$ cat src/rtl/cfsm_pkg.sv
package cfsm_pkg;

    // Field widths fixed by the interface.
    localparam int CharW    = 16;
    localparam int PosW     = 16;
    localparam int LenW     = 5;
    localparam int CfgIdxW  = 3;
    localparam int CfgDataW = 64;
    localparam int PatWords = 4;

    // Longest pattern supported; the window never holds more than 16 characters.
    localparam int PatternMax = 16;
    localparam int WinDepth   = (PatternMax < 16) ? PatternMax : 16;
    localparam int FillW      = $clog2(WinDepth + 1);

    // Code ranges that case folding moves up by FoldOffset.
    localparam logic [CharW-1:0] FoldLoA    = 16'd65;
    localparam logic [CharW-1:0] FoldHiA    = 16'd90;
    localparam logic [CharW-1:0] FoldLoB    = 16'd192;
    localparam logic [CharW-1:0] FoldHiB    = 16'd294;
    localparam logic [CharW-1:0] FoldOffset = 16'd32;

    // Configuration register indexes.
    typedef enum logic [CfgIdxW-1:0] {
        RegPatWord0 = 3'd0,
        RegPatWord1 = 3'd1,
        RegPatWord2 = 3'd2,
        RegPatWord3 = 3'd3,
        RegPatLen   = 3'd4,
        RegCaseFold = 3'd5,
        RegBackward = 3'd6
    } t_cfg_reg;

    // Pattern as the comparators see it, already folded and aligned.
    typedef struct packed {
        logic [WinDepth-1:0][CharW-1:0] pat_fwd;
        logic [WinDepth-1:0][CharW-1:0] pat_bwd;
        logic [LenW-1:0]                eff_len;
        logic                           fold;
        logic                           backward;
    } t_cfg;

    // One text character request.
    typedef struct packed {
        logic [CharW-1:0] text_char;
        logic [PosW-1:0]  char_position;
        logic             start_of_text;
        logic             last_char;
    } t_item;

    // One result request.
    typedef struct packed {
        logic            valid;
        logic            match_found;
        logic [PosW-1:0] match_position;
    } t_result;

    // Case folding of a single character code.
    function automatic logic [CharW-1:0] fold_char(input logic [CharW-1:0] c,
                                                   input logic en);
        logic in_range;
        in_range = ((c >= FoldLoA) && (c <= FoldHiA)) || ((c >= FoldLoB) && (c <= FoldHiB));
        return (en && in_range) ? (c + FoldOffset) : c;
    endfunction

endpackage

$ cat src/rtl/cfsm_cfg.sv
module cfsm_cfg (
    input  logic                         i_clk,
    input  logic                         i_rst_n,
    input  logic                         i_wr,
    input  logic [cfsm_pkg::CfgIdxW-1:0] i_index,
    input  logic [cfsm_pkg::CfgDataW-1:0] i_data,
    output cfsm_pkg::t_cfg               o_cfg
);
    import cfsm_pkg::*;

    logic [PatWords-1:0][CfgDataW-1:0] r_pat;
    logic [LenW-1:0]                   r_len;
    logic                              r_fold;
    logic                              r_bwd;

    logic [PatWords*CfgDataW-1:0]      pat_flat;
    logic [WinDepth*CharW-1:0]         pat_rev;
    logic [WinDepth*CharW-1:0]         pat_shift;
    logic [LenW-1:0]                   eff_len;

    // Register writes; an index past the list is dropped.
    always_ff @(posedge i_clk) begin
        if (!i_rst_n) begin
            r_pat  <= '0;
            r_len  <= LenW'(1);
            r_fold <= 1'b1;
            r_bwd  <= 1'b0;
        end else if (i_wr) begin
            unique case (t_cfg_reg'(i_index))
                RegPatWord0, RegPatWord1, RegPatWord2, RegPatWord3: begin
                    r_pat[i_index[1:0]] <= i_data;
                end
                RegPatLen:   r_len  <= i_data[LenW-1:0];
                RegCaseFold: r_fold <= i_data[0];
                RegBackward: r_bwd  <= i_data[0];
                default: ;
            endcase
        end
    end

    // A length of zero acts as one, anything past the window as the window depth.
    always_comb begin
        if (r_len == '0) begin
            eff_len = LenW'(1);
        end else if (r_len > LenW'(WinDepth)) begin
            eff_len = LenW'(WinDepth);
        end else begin
            eff_len = r_len;
        end
    end

    // Reverse the pattern and shift it so that window entry k meets
    // pattern character eff_len-1-k in forward mode.
    assign pat_flat = r_pat;

    always_comb begin
        for (int j = 0; j < WinDepth; j++) begin
            pat_rev[j*CharW +: CharW] = pat_flat[(WinDepth-1-j)*CharW +: CharW];
        end
    end

    assign pat_shift = pat_rev >> (CharW * (LenW'(WinDepth) - eff_len));

    // Fold the pattern side once, here, for both directions.
    always_comb begin
        for (int k = 0; k < WinDepth; k++) begin
            o_cfg.pat_fwd[k] = fold_char(pat_shift[k*CharW +: CharW], r_fold);
            o_cfg.pat_bwd[k] = fold_char(pat_flat[k*CharW +: CharW], r_fold);
        end
        o_cfg.eff_len  = eff_len;
        o_cfg.fold     = r_fold;
        o_cfg.backward = r_bwd;
    end

endmodule

$ cat src/rtl/cfsm_match.sv
module cfsm_match (
    input  logic              i_clk,
    input  logic              i_rst_n,
    input  cfsm_pkg::t_cfg    i_cfg,
    input  logic              i_step,
    input  cfsm_pkg::t_item   i_item,
    output cfsm_pkg::t_result o_res
);
    import cfsm_pkg::*;

    logic [WinDepth-1:0][CharW-1:0] r_win;
    logic [FillW-1:0]               r_fill;
    logic                           r_done;

    logic [WinDepth-1:0][CharW-1:0] n_win;
    logic [FillW-1:0]               n_fill;
    logic                           done_eff;
    logic [WinDepth-1:0]            char_ok;
    logic                           hit;

    // Window after this character; start of text drops the old contents.
    always_comb begin
        n_win[0] = i_item.text_char;
        for (int k = 1; k < WinDepth; k++) begin
            n_win[k] = i_item.start_of_text ? '0 : r_win[k-1];
        end
    end

    always_comb begin
        if (i_item.start_of_text) begin
            n_fill = FillW'(1);
        end else if (r_fill < FillW'(WinDepth)) begin
            n_fill = r_fill + FillW'(1);
        end else begin
            n_fill = r_fill;
        end
    end

    assign done_eff = i_item.start_of_text ? 1'b0 : r_done;

    // One comparator per window entry; entries past the length always pass.
    always_comb begin
        for (int k = 0; k < WinDepth; k++) begin
            char_ok[k] = (LenW'(k) >= i_cfg.eff_len) ||
                         (fold_char(n_win[k], i_cfg.fold) ==
                          (i_cfg.backward ? i_cfg.pat_bwd[k] : i_cfg.pat_fwd[k]));
        end
    end

    assign hit = (&char_ok) && (LenW'(n_fill) >= i_cfg.eff_len);

    // One result per text: the first match, or not-found on the last character.
    always_comb begin
        o_res.valid          = !done_eff && (hit || i_item.last_char);
        o_res.match_found    = hit;
        o_res.match_position = '0;
        if (hit) begin
            o_res.match_position = i_cfg.backward ? i_item.char_position :
                i_item.char_position - PosW'(i_cfg.eff_len - LenW'(1));
        end
    end

    // Window contents are only compared once filled, so they need no reset.
    always_ff @(posedge i_clk) begin
        if (i_step) begin
            r_win <= n_win;
        end
    end

    always_ff @(posedge i_clk) begin
        if (!i_rst_n) begin
            r_fill <= '0;
            r_done <= 1'b0;
        end else if (i_step) begin
            r_fill <= n_fill;
            r_done <= done_eff || o_res.valid;
        end
    end

    a_fill_bound: assert property (@(posedge i_clk) disable iff (!i_rst_n)
        r_fill <= FillW'(WinDepth))
        else $error("window fill count beyond window depth");

    a_silent_after_result: assert property (@(posedge i_clk) disable iff (!i_rst_n)
        i_step && r_done && !i_item.start_of_text |-> !o_res.valid)
        else $error("second result within one text");

    a_done_after_result: assert property (@(posedge i_clk) disable iff (!i_rst_n)
        i_step && o_res.valid |=> r_done)
        else $error("result given without marking the text done");

endmodule

$ cat src/rtl/case_folding_substring_matcher.sv
// Case-folding substring matcher.
// Text characters enter on the s_axis channel, one request per character:
// tdata carries the character code and its 1-based position, tuser marks the
// start of a text and tlast its final character. The pattern, its length,
// case folding and search direction are set on the cfg channel, which is
// always ready and must only be written while no text is in flight.
// Each text yields exactly one request on the m_axis channel: tuser high with
// the match start in tdata at the first match, or tuser low and tdata zero
// on the last character when no match was seen. Characters after a result
// are absorbed silently until the next start of text.
// A character is held in the input register after acceptance; its result is
// loaded into the output register when it advances and is taken from there.
// Throughput is one character per cycle; the sixteen window comparators and
// the output register sustain that rate while the output is taken each cycle.
// When the receiver stalls, the result is held in the output register and one
// further character waits in the input register before tready drops.
// Reset clears the window fill, the per-text state, the valid flags of both
// pipeline registers and the configuration (length 1, folding on, forward search).
module case_folding_substring_matcher (
    input  logic                              i_clk,
    input  logic                              i_rst_n,
    // Configuration write channel.
    input  logic                              i_cfg_valid,
    output logic                              o_cfg_ready,
    input  logic [cfsm_pkg::CfgIdxW-1:0]      i_cfg_index,
    input  logic [cfsm_pkg::CfgDataW-1:0]     i_cfg_data,
    // Text input; tdata: text_char [15:0], char_position [31:16].
    input  logic                              i_s_axis_tvalid,
    output logic                              o_s_axis_tready,
    input  logic [cfsm_pkg::CharW+cfsm_pkg::PosW-1:0] i_s_axis_tdata,
    input  logic                              i_s_axis_tuser,   // start_of_text
    input  logic                              i_s_axis_tlast,   // last_char
    // Results; tdata: match_position [15:0].
    output logic                              o_m_axis_tvalid,
    input  logic                              i_m_axis_tready,
    output logic [cfsm_pkg::PosW-1:0]         o_m_axis_tdata,
    output logic                              o_m_axis_tuser    // match_found
);
    import cfsm_pkg::*;

    t_cfg            cfg;
    t_result         res;
    t_item           r_in;
    logic            r_in_valid;
    logic            r_out_valid;
    logic            r_out_found;
    logic [PosW-1:0] r_out_pos;
    logic            in_accept;
    logic            advance;

    assign o_cfg_ready = 1'b1;

    cfsm_cfg u_cfg (
        .i_clk   (i_clk),
        .i_rst_n (i_rst_n),
        .i_wr    (i_cfg_valid && o_cfg_ready),
        .i_index (i_cfg_index),
        .i_data  (i_cfg_data),
        .o_cfg   (cfg)
    );

    // The held character moves on whenever the output register is free or draining.
    assign advance         = r_in_valid && (!r_out_valid || i_m_axis_tready);
    assign o_s_axis_tready = !r_in_valid || advance;
    assign in_accept       = i_s_axis_tvalid && o_s_axis_tready;

    // Input register.
    always_ff @(posedge i_clk) begin
        if (!i_rst_n) begin
            r_in_valid <= 1'b0;
        end else if (in_accept) begin
            r_in_valid <= 1'b1;
        end else if (advance) begin
            r_in_valid <= 1'b0;
        end
    end

    always_ff @(posedge i_clk) begin
        if (in_accept) begin
            r_in.text_char     <= i_s_axis_tdata[CharW-1:0];
            r_in.char_position <= i_s_axis_tdata[CharW +: PosW];
            r_in.start_of_text <= i_s_axis_tuser;
            r_in.last_char     <= i_s_axis_tlast;
        end
    end

    cfsm_match u_match (
        .i_clk   (i_clk),
        .i_rst_n (i_rst_n),
        .i_cfg   (cfg),
        .i_step  (advance),
        .i_item  (r_in),
        .o_res   (res)
    );

    // Output register.
    always_ff @(posedge i_clk) begin
        if (!i_rst_n) begin
            r_out_valid <= 1'b0;
        end else if (advance) begin
            r_out_valid <= res.valid;
        end else if (i_m_axis_tready) begin
            r_out_valid <= 1'b0;
        end
    end

    always_ff @(posedge i_clk) begin
        if (advance && res.valid) begin
            r_out_found <= res.match_found;
            r_out_pos   <= res.match_position;
        end
    end

    assign o_m_axis_tvalid = r_out_valid;
    assign o_m_axis_tdata  = r_out_pos;
    assign o_m_axis_tuser  = r_out_found;

    a_not_found_zero: assert property (@(posedge i_clk) disable iff (!i_rst_n)
        o_m_axis_tvalid && !o_m_axis_tuser |-> o_m_axis_tdata == '0)
        else $error("not-found result with nonzero position");

    a_reset_empty: assert property (@(posedge i_clk)
        !i_rst_n |=> !r_in_valid && !r_out_valid)
        else $error("pipeline not empty after reset");

    a_stall_holds_input: assert property (@(posedge i_clk) disable iff (!i_rst_n)
        r_in_valid && r_out_valid && !i_m_axis_tready |=> r_in_valid && $stable(r_in))
        else $error("held character lost during output stall");

endmodule
$ cat config.mk
export PLATFORM = sky130hd
export DESIGN_NAME = case_folding_substring_matcher
export DESIGN_NICKNAME = d
export VERILOG_FILES = /design/src/rtl/cfsm_pkg.sv /design/src/rtl/cfsm_cfg.sv /design/src/rtl/cfsm_match.sv /design/src/rtl/case_folding_substring_matcher.sv
export SDC_FILE = /design/constraint.sdc
export NUM_CORES = 2
export LEC_CHECK = 0
export BUFFER_PORTS_ARGS = -buffer_cell sky130_fd_sc_hd__buf_2
export CAP_MARGIN = 30
export CORE_MARGIN = 8
export CORE_UTILIZATION = 35
export DETAILED_ROUTE_END_ITERATION = 12
export SYNTH_ARGS = -nofsm -noshare
export SYNTH_HDL_FRONTEND = slang
export SYNTH_SLANG_ARGS = --single-unit
$ cat constraint.sdc
create_clock -name i_clk -period 18.7 [get_ports i_clk]
set_input_delay 2.805 -clock i_clk [delete_from_list [all_inputs] [get_ports i_clk]]
set_output_delay 2.805 -clock i_clk [all_outputs]
set_load 0.02 [all_outputs]
==> impl_metrics.json <==
{
  "synth_top_area_share_pct": 18.0,
  "worstHoldEndpoint": "u_cfg.pat_flat[68]",
  "layout-drive-gt1-share_pct": 12.9,
  "antenna_found_initial": 47,
  "cts_buffer_depth": 3,
  "p_leak_uw": 0.0187,
  "syn-mean-instance-area_um2": 8.28,
  "ys_ff_latch": 562,
  "synth_edf_count": 291,
  "grtUsageTotal_pct": 41.0,
  "syn_area_um2": 48600,
  "grt_max_degree": 133,
  "crit_path_end_kind": "flip-flop",
  "synth_cells": 5876,
  "cts.sinks": 562,
  "rsz0062_at_grt": "false",
  "path_class": "reg2reg",
  "portBuffers": 124,
  "ff2ff_setup_slack_ns": 7.81,
  "worstRegToRegCells": 24,
  "ctsRootBufferMaster": "clkbuf_16",
  "hold_viol_final": 0,
  "hold_class": "reg2reg",
  "tightest_slew_ns": 1.20,
  "setup_violations": 0,
  "die_area_um2": 151000,
  "viasPerCell": 6.97,
  "post-dp-hpwl_mm": 251,
  "whs_path_depth": 2,
  "gp_congestion": 1.15,
  "drc_errors": 0,
  "finalWirelength_mm": 327,
  "skew_ns": 0.0421,
  "cp-startpoint": "u_cfg.r_len[4]",
  "final.period_utilization_pct": 58.2,
  "cts_tree": "built",
  "drv_cap": 0,
  "finalSetupTns_ns": 0,
  "crit_arrival_ns": 11.20,
  "status": "finished, final reports clean",
  "num-nets-final": 6052,
  "cts-htree-levels": 3,
  "io_pins": 126,
  "pwr_density_cell_nw_per_um2": 63.4,
  "cp_max_fo": 90,
  "overflow": 0,
  "yosysSeqAreaShare_pct": 29.1,
  "core_um2": 139000,
  "clk_latency_ns": 0.71,
  "min_from": "u_cfg.pat_flat[68]",
  "ant_nets": 0,
  "total_power_uw": 3430,
  "crit_path_start_kind": "flip-flop",
  "area_growth_pct": 11.0,
  "hold_buffers": 0,
  "design_area_um2": 54000,
  "wl_per_cell_um": 42.5,
  "cts_resized": 0,
  "die_w_um": 389,
  "grt_pass1_wl_mm": 431,
  "drt_iter0_drc": 9891,
  "ys_async_sr_fraction_pct": 0,
  "postCtsSetupBuffers": 0,
  "r2r-end": "o_m_axis_tdata[7]",
  "dominantRegCellSynth": "edfxtp_1",
  "rows": 137,
  "worstPathRequired_ns": 19.01,
  "path_clk_slew_ns": 0.07,
  "place_area_um2": 51500,
  "yosys_warnings": 0,
  "ys_top_cells_by_area": "edfxtp_1 18%, dfxtp_1 11%, nand2_1 7.8%, mux4_2 7.8%, xnor2_1 4.1%",
  "slew_violations": 0,
  "num_vias": 53700,
  "first_global_vias": 47600,
  "reg2reg_from": "u_cfg.r_len[4]",
  "ys_types": 98,
  "relSlewSlack_pct": 18.8,
  "ir_worst_vdd_uv": 58.3,
  "die_height_um": 389,
  "final.min_clock_period_ns": 10.89,
  "dr.pass1.iters": 10,
  "initial_core_util_pct": 35.1,
  "fmax_mhz": 91.8,
  "numCtsBuffers": 73,
  "yosysTopAreaCell": "edfxtp_1"
}
## how the worst max path moves through the flow
stage / slack [ns] / end / depth (start not counted)
2_1_floorplan: 7.38 / o_m_axis_tdata[0] / 5
3_3_place_gp: 8.07 / o_m_axis_tdata[3] / 26
3_5_place_dp: 8.08 / o_m_axis_tdata[11] / 28
4_1_cts: 8.08 / o_m_axis_tdata[9] / 28
5_1_grt: 7.60 / o_m_axis_tdata[7] / 28
6_report: 7.81 / o_m_axis_tdata[7] / 24
## per-layer routing
metal	part of all wire (%)	GRT usage, %	vias up	routed length [um]
met3	15	18.4	983	47700
met4	8.3	26.1	12	27000
met5	0.085	0.957	-	278
li1	-	-	21700	-
met1	39	52.6	26500	127000
met2	38	55.2	4499	125000
## synthesized netlist by cell type, types with 83 or more instances
cell type  count
clkbuf_1     326
mux2i_1       83
mux4_2       169
nor2b_1      203
inv_1        201
o21ai_0      261
nor4_1       112
nand2_1     1015
a21boi_0     260
xor2_1       104
nand2b_1      98
nor3_1       102
edfxtp_1     291
xnor2_1      227
a22oi_1      192
ha_1         123
dfxtp_1      271
a21oi_1      225
nor2_1       294
buf_1         96
nand3_1      112
## logic make-up (layout without fill, tap and decap cells)
group	after synthesis	count (layout)	share of synthesized area (%)
compound gates	1646	1646	23.9
xor+xnor	331	331	5.96
fa+ha+maj	124	124	3.20
buf+inv	688	681	5.60
flops	562	562	29.1
mux	262	262	9.76
other cells	1	31	0.00771
simple gates	2262	2262	22.5
## power by group
| part | total (uW) | switching (uW) | leakage, uW | internal, uW |
|---|---|---|---|---|
| clock | 1430 | 606 | 0.00114 | 824 |
| sequential | 1420 | 73.2 | 0.00500 | 1340 |
| combinational | 579 | 414 | 0.0126 | 164 |
| total | 3430 | 1090 | 0.0187 | 2330 |
## cell type report
type / instances / area [um^2]
Multi-Input combinational cell: 4636 / 32000
Antenna cell: 20 / 50.0
Tap cell: 1807 / 2260
Clock buffer: 98 / 2030
Sequential cell: 562 / 14200
Fill cell: 14100 / 84700
Inverter: 207 / 788
Timing Repair Buffer: 342 / 2390
Clock inverter: 34 / 333
## state kept, by name, summed over array words and instances, names as in the netlist
name,count
u_cfg.pat_flat,256
u_match.r_win,240
r_in,34
o_m_axis_tdata,16
u_cfg.r_len,5
u_match.r_fill,5
o_m_axis_tuser,1
o_m_axis_tvalid,1
r_in_valid,1
u_cfg.r_bwd,1
u_cfg.r_fold,1
u_match.r_done,1
## per-stage QoR
stage | util (%) | std cells | setup WS, ns | hold WS [ns]
6_report | 39.0 | 7706 | 7.81 | 0.465
2_1_floorplan | - | 5886 | 7.38 | 0.467
3_5_place_dp | 37.1 | 7538 | 8.08 | 0.462
4_1_cts | 38.8 | 7670 | 8.08 | 0.469
5_1_grt | 38.9 | 7690 | 7.60 | 0.490
3_3_place_gp | 37.0 | 7522 | 8.07 | 0.450
## worst max-delay path: stages (launching register included)
cell,delay [ns]
dfxtp_1,0.82
nand2b_2,0.63
nand2_8,0.37
inv_8,0.50
ha_1,0.43
xnor2_2,0.15
buf_4,0.44
buf_12,0.40
clkinv_2,0.49
buf_12,0.37
a211oi_1,0.89
nor2_1,0.07
o21ai_0,0.10
o41a_1,0.27
a21oi_1,0.09
a2111oi_0,0.50
nand4_1,0.34
nor4_1,0.40
nand2_1,0.28
nor4_1,0.89
o211ai_1,0.19
a2bb2oi_1,0.24
nand4_1,0.27
buf_4,0.31
a21oi_2,0.74
## placed cells by master, fill, tap and decap left out, drive strengths merged, types with 29 or more instances in the layout
cell	netlist	routed
nand2	1016	1016
buf	154	337
nor2	294	294
edfxtp	291	291
dfxtp	271	271
o21ai	263	263
a21boi	260	260
a21oi	229	229
xnor2	227	227
inv	203	211
nor2b	203	203
a22oi	193	193
mux4	169	169
ha	123	123
nor4	113	113
nand3	112	112
xor2	104	104
nor3	103	103
clkbuf	327	103
nand2b	98	98
mux2i	83	83
a31oi	83	83
a211oi	71	71
nand4	67	67
o211ai	60	60
or2	42	42
o31ai	39	39
o22ai	35	35
or3	33	33
a2111oi	29	29
Note: power is estimated with default switching activity, not from simulation.
